`config.mk`:
```
export PLATFORM = sky130hd
export DESIGN_NAME = dvrt_front
export DESIGN_NICKNAME = d
export VERILOG_FILES = /design/src/dvrt_pkg.sv /design/src/dvrt_front.sv
export SDC_FILE = /design/constraint.sdc
export NUM_CORES = 1
export LEC_CHECK = 0
export ABC_AREA = 1
export BUFFER_PORTS_ARGS = -buffer_cell sky130_fd_sc_hd__buf_2
export CORE_MARGIN = 4
export CORE_UTILIZATION = 58
export CTS_BUF_LIST = sky130_fd_sc_hd__clkbuf_2 sky130_fd_sc_hd__clkbuf_4 sky130_fd_sc_hd__clkbuf_8
export DETAILED_ROUTE_END_ITERATION = 16
export HOLD_SLACK_MARGIN = 0.05
export PLACE_DENSITY = 0.94
export SYNTH_ARGS = -nofsm -noshare
export SYNTH_HDL_FRONTEND = slang
export SYNTH_SLANG_ARGS = --single-unit
```
`constraint.sdc`:
```
create_clock -name i_clk -period 9.75 [get_ports i_clk]
set_input_delay 0.975 -clock i_clk [delete_from_list [all_inputs] [get_ports i_clk]]
set_output_delay 0.975 -clock i_clk [all_outputs]
set_load 0.01 [all_outputs]
```
`src/dvrt_pkg.sv`:
```
// shared types and constants for the distance-vector route table
package dvrt_pkg;

    localparam int DEF_NUM_ADDRESSES = 256;
    localparam int QUEUE_DEPTH       = 2;

    localparam logic [7:0] NO_HOP        = 8'd255;
    localparam logic [7:0] RST_HOP_LIMIT = 8'd16;
    localparam logic [7:0] RST_TIMEOUT   = 8'd12;

    localparam logic [1:0] FUNC_HELLO  = 2'd0;
    localparam logic [1:0] FUNC_UPDATE = 2'd1;
    localparam logic [1:0] FUNC_LOOKUP = 2'd2;
    localparam logic [1:0] FUNC_TICK   = 2'd3;

    localparam logic CFG_HOP_LIMIT = 1'b0;
    localparam logic CFG_TIMEOUT   = 1'b1;

    typedef struct packed {
        logic [1:0]  func;
        logic [7:0]  from_mip;
        logic [7:0]  target_mip;
        logic [7:0]  pair_distance;
        logic [31:0] now_seconds;
    } t_in_word;

    typedef struct packed {
        logic       changed;
        logic [7:0] next_hop;
    } t_out_word;

    typedef enum logic [2:0] {
        OP_HELLO  = 3'd0,
        OP_UPDATE = 3'd1,
        OP_LOOKUP = 3'd2,
        OP_TICK   = 3'd3,
        OP_IGNORE = 3'd4
    } t_op;

    typedef struct packed {
        t_op         op;
        logic [7:0]  addr;
        logic [7:0]  from_mip;
        logic [7:0]  pair_dist;
        logic [31:0] now;
    } t_cmd;

    typedef struct packed {
        logic [7:0]  distance;
        logic [7:0]  next_hop;
        logic [31:0] last_heard;
    } t_entry;

    localparam int ENTRY_W = $bits(t_entry);

endpackage

```
`src/dvrt_front.sv`:
```
// front end: takes words, classifies them and queues commands
module dvrt_front import dvrt_pkg::*; #(
    parameter int NUM_ADDRESSES = DEF_NUM_ADDRESSES
) (
    input  logic     i_clk,
    input  logic     i_rst_n,
    input  logic     i_start,
    input  t_in_word i_word,
    output logic     o_busy,
    output logic     o_cmd_valid,
    output t_cmd     o_cmd,
    input  logic     i_cmd_pop
);

    localparam int QW = (QUEUE_DEPTH > 1) ? $clog2(QUEUE_DEPTH) : 1;
    localparam int CW = $clog2(QUEUE_DEPTH + 1);

    t_cmd          r_q [QUEUE_DEPTH];
    logic [QW-1:0] r_wr_ptr, n_wr_ptr;
    logic [QW-1:0] r_rd_ptr, n_rd_ptr;
    logic [CW-1:0] r_count, n_count;
    logic          w_push;
    t_cmd          w_cmd;

    function automatic logic in_range(input logic [7:0] a);
        in_range = 32'(a) < NUM_ADDRESSES;
    endfunction

    function automatic logic [QW-1:0] ptr_inc(input logic [QW-1:0] p);
        if (p == QW'(QUEUE_DEPTH - 1)) begin
            ptr_inc = '0;
        end else begin
            ptr_inc = p + QW'(1);
        end
    endfunction

    assign o_busy = (r_count == CW'(QUEUE_DEPTH));
    assign w_push = i_start && !o_busy;

    // addresses beyond the table turn the word into a no-op
    always_comb begin
        w_cmd.from_mip  = i_word.from_mip;
        w_cmd.pair_dist = i_word.pair_distance;
        w_cmd.now       = i_word.now_seconds;
        w_cmd.addr      = i_word.target_mip;
        case (i_word.func)
            FUNC_HELLO: begin
                w_cmd.addr = i_word.from_mip;
                w_cmd.op   = in_range(i_word.from_mip) ? OP_HELLO : OP_IGNORE;
            end
            FUNC_UPDATE: begin
                w_cmd.op = (in_range(i_word.from_mip) && in_range(i_word.target_mip)) ?
                           OP_UPDATE : OP_IGNORE;
            end
            FUNC_LOOKUP: begin
                w_cmd.op = in_range(i_word.target_mip) ? OP_LOOKUP : OP_IGNORE;
            end
            default: begin
                w_cmd.op = OP_TICK;
            end
        endcase
    end

    always_comb begin
        n_wr_ptr = r_wr_ptr;
        n_rd_ptr = r_rd_ptr;
        n_count  = r_count;
        if (w_push) begin
            n_wr_ptr = ptr_inc(r_wr_ptr);
        end
        if (i_cmd_pop) begin
            n_rd_ptr = ptr_inc(r_rd_ptr);
        end
        if (w_push && !i_cmd_pop) begin
            n_count = r_count + CW'(1);
        end else if (!w_push && i_cmd_pop) begin
            n_count = r_count - CW'(1);
        end
    end

    always_ff @(posedge i_clk) begin
        if (!i_rst_n) begin
            r_wr_ptr <= '0;
            r_rd_ptr <= '0;
            r_count  <= '0;
        end else begin
            r_wr_ptr <= n_wr_ptr;
            r_rd_ptr <= n_rd_ptr;
            r_count  <= n_count;
        end
    end

    always_ff @(posedge i_clk) begin
        if (w_push) begin
            r_q[r_wr_ptr] <= w_cmd;
        end
    end

    assign o_cmd_valid = (r_count != '0);
    assign o_cmd       = r_q[r_rd_ptr];

endmodule

```
==> reports/metrics.csv <==
stage,metric,value,unit
logic_synthesis,leading area contributor after synthesis,edfxtp_1,
timing,period utilization,32.2,%
logic_synthesis,Synth top cells by count,"edfxtp_1, mux2_2, nand2_1, mux2_4, o21ai_0",
timing,RSZ-0062 raised after global routing,no,
routing,met3 WL post-DR,489,microns
placement,Area after DPL,0.00533,sq mm
worst_setup_path,crit path max fanout,45,
power,leakage,2.24,nW
logic_synthesis,"FFs w/ async S/R, synth",0,%
routing,initial DRC count,107,
logic_synthesis,Synth Cell Area,0.00463,sq mm
timing,hold slack,0.522,ns
clock_tree,Max clock buf depth,2,
clock_tree,# hold bufs at CTS,0,
clock_tree,clock-pin slew on the worst setup and hold paths,0.07,ns
clock_tree,Clk Tree Root Cell,clkbuf_8,
global_route,initial antenna violation count,0,
worst_setup_path,Worst Path Required,8.78,ns
routing,highest routing layer actually used,met4,
timing,Final Setup Violations,0,
placement,IO Port Bufs,121,
die,die area,0.00947,sq mm
timing,"Worst Setup Slack, final",6.61,ns
finish,# fillers,473,
power,VDD IR-drop max,0.149,mV
die,Die H,97.3,microns
logic_synthesis,syn nets,310,
worst_setup_path,Critical-path top delay cell,buf_4,
timing,Final Max Tran Viols,0,
finish,Nets,442,
die,io pins,123,
worst_setup_path,buffers and inverters on the worst path,2,
logic_synthesis,Cells after Synth,247,
power,sequential share of power,52.7,%
power,Switching Fraction,24.0,%
routing,DRT Pass-1 Iters,4,
finish,number of antenna diodes,0,
timing,Least-Margin Pin Slew,0.818,ns
die,Initial Util,59.9,%
timing,Sum Neg Setup Slack,0,ns
timing,Worst Skew,0.00836,ns
timing,maximum clock frequency,319,MHz
power,Power Internal,0.914,mW
global_route,largest net degree at the start of global routing,59,
job,max-cap violations,0,
power,NetSw,0.288,mW
worst_setup_path,type of element launching the critical path,flop,
worst_setup_path,FF-to-FF Start,r_count[1]$_SDFFE_PN0P_,
global_route,vias in the first global route,2618,
worst_setup_path,crit-path leading delay family,buffers and inverters,
clock_tree,H-tree Lvls,4,
die,Core Region,0.00773,sq mm
worst_setup_path,CP Capture Type,primary output,
placement,hpwl dp,5420,microns
routing,routed len/inst,16.6,microns
finish,post-route cell area,0.00571,sq mm
worst_setup_path,cells along the critical path,"buf_4, mux2_2, buf_2",
logic_synthesis,syn_area_per_cell,18.7,sq um
worst_setup_path,slowest cell delay on critical path,0.62,ns
logic_synthesis,share of the synthesized area in the top cell type,75.3,%
worst_setup_path,WP data arrival,2.16,ns
clock_tree,PostCTS Resize Cnt,0,
logic_synthesis,most common cell in the synthesized netlist,edfxtp_1,
die,row cnt,32,
clock_tree,clk_lat worst skew,0.41,ns
timing,clock period minus final worst setup slack,3.14,ns
timing,final hold violations,0,
power,P per Cell Area,210,mW/mm^2
worst_hold_path,worst hold-check path type,flop to flop,
logic_synthesis,Netlist cell types,18,
global_route,total gr overflow,0,
placement,Final GP Congestion,0.710,
routing,WL final,8210,microns
routing,Via-to-Cell Ratio,5.06,
timing,normalized max-slew margin,44.9,%
logic_synthesis,"Primary FF master, synth",edfxtp_1,
routing,routed vias,2499,
die,Die Span X,97.3,microns
global_route,total track usage,17.7,%
routing,drt drc,0,
clock_tree,Clock Sinks,121,
power,total power,1.20,mW
placement,dpl ws,7.03,ns
finish,fraction of layout cells with a size suffix above 1,55.4,%
logic_synthesis,#FFs+latches synth,121,
global_route,first-pass GRT wire length,12700,microns
worst_setup_path,FF-to-FF setup slack,7.74,ns
finish,area growth from synthesis to layout,23.5,%
routing,met2 WL post-DR,4300,microns
power,Clk pwr share,35.1,%
logic_synthesis,number of synthesized flops with an enable pin,116,
logic_synthesis,yosys warns,0,
logic_synthesis,synth top area cells,"edfxtp_1, mux2_2, mux2_4",
worst_hold_path,Hold Startpoint,r_rd_ptr$_SDFFE_PN0P_,
clock_tree,postcts setup bufs,0,
clock_tree,TritonCTS clock tree,built,
clock_tree,CTS Buf Count,17,
power,combinational fraction of design power,12.3,%
routing,M1 WL,3260,microns
worst_setup_path,WS Path Type,flop to primary output,
status,outcome,"finished, final reports clean",
logic_synthesis,register area share after synthesis,77.4,%
routing,DRT antenna net count,0,
==> path summary, 6_finish.rpt <==
path / end / cells after the start
min: r_rd_ptr$_SDFFE_PN0P_ / 2
min reg2reg: r_rd_ptr$_SDFFE_PN0P_ / 2
max reg2reg: r_count[1]$_SDFFE_PN0P_ / 9
max: o_cmd[20] / 3
==> power groups by stage <==
stage                     sequential, mW  combinational (mW)  clock [mW]
after floorplan                    0.641              0.0914           0
after global placement             0.642               0.145           0
after detailed placement           0.645               0.149           0
after CTS                          0.633               0.150       0.431
after global routing               0.636               0.159       0.462
final                              0.633               0.147       0.422
==> flip-flops by register name, indices dropped and copies added (netlist names), named ones only <==
signal	cells
r_rd_ptr	1
r_count	2
r_wr_ptr	1
r_q	116
==> layout make-up <==
type | count | area [sq um] | area share, %
Clock buffer | 17 | 234 | 4.09
Clock inverter | 15 | 153 | 2.67
Inverter | 8 | 30.0 | 0.526
Multi-Input combinational cell | 107 | 957 | 16.8
Sequential cell | 121 | 3580 | 62.7
Tap cell | 102 | 128 | 2.23
Timing Repair Buffer | 124 | 628 | 11.0
==> per-stage QoR <==
stage / utilization (%) / std cells
global route: 73.9 / 494
floorplan: - / 247
global placement: 68.9 / 462
CTS: 73.9 / 494
detailed placement: 68.9 / 462
finish: 73.9 / 494
==> worst reg2reg max path, cell delays in order, from the launching register on <==
cell     delay (ns)
dfxtp_1        0.34
inv_1          0.08
o21ai_0        0.65
inv_1          0.17
ha_1           0.35
inv_1          0.09
nand3_1        0.08
nand2_1        0.06
inv_1          0.04
nor2_1         0.09
==> cells in the final DEF, fill, tap and decap left out, drive strengths merged, types with 2 or more instances in the layout <==
| cell | instances |
|---|---|
| buf | 124 |
| bufinv | 2 |
| clkbuf | 17 |
| clkinv | 7 |
| clkinvlp | 4 |
| dfxtp | 5 |
| edfxtp | 116 |
| inv | 10 |
| mux2 | 58 |
| nand2 | 23 |
| nor2 | 10 |
| o21ai | 11 |
==> cell families (layout without fill, tap and decap cells) <==
family                   after synthesis  in the layout  synth area share [%]
flip-flops                           121            121                  77.4
AND/OR/NAND/NOR                       35             35                  2.97
other                                  1              1                0.0810
buffers and inverters                 19            164                  2.19
multiplexers                          58             58                  15.7
AO/OA/AOI/OAI                         12             12                  1.30
adder cells (fa/ha/maj)                1              1                 0.270
==> layer usage <==
layer / up-vias / global-route usage (%)
met3: 12 / 5.96
met1: 1201 / 19.5
li1: 1192 / -
met2: 94 / 30.4
met4: 0 / 8.95
met5: - / 0
No activity file was read; power rests on OpenSTA's default activity.
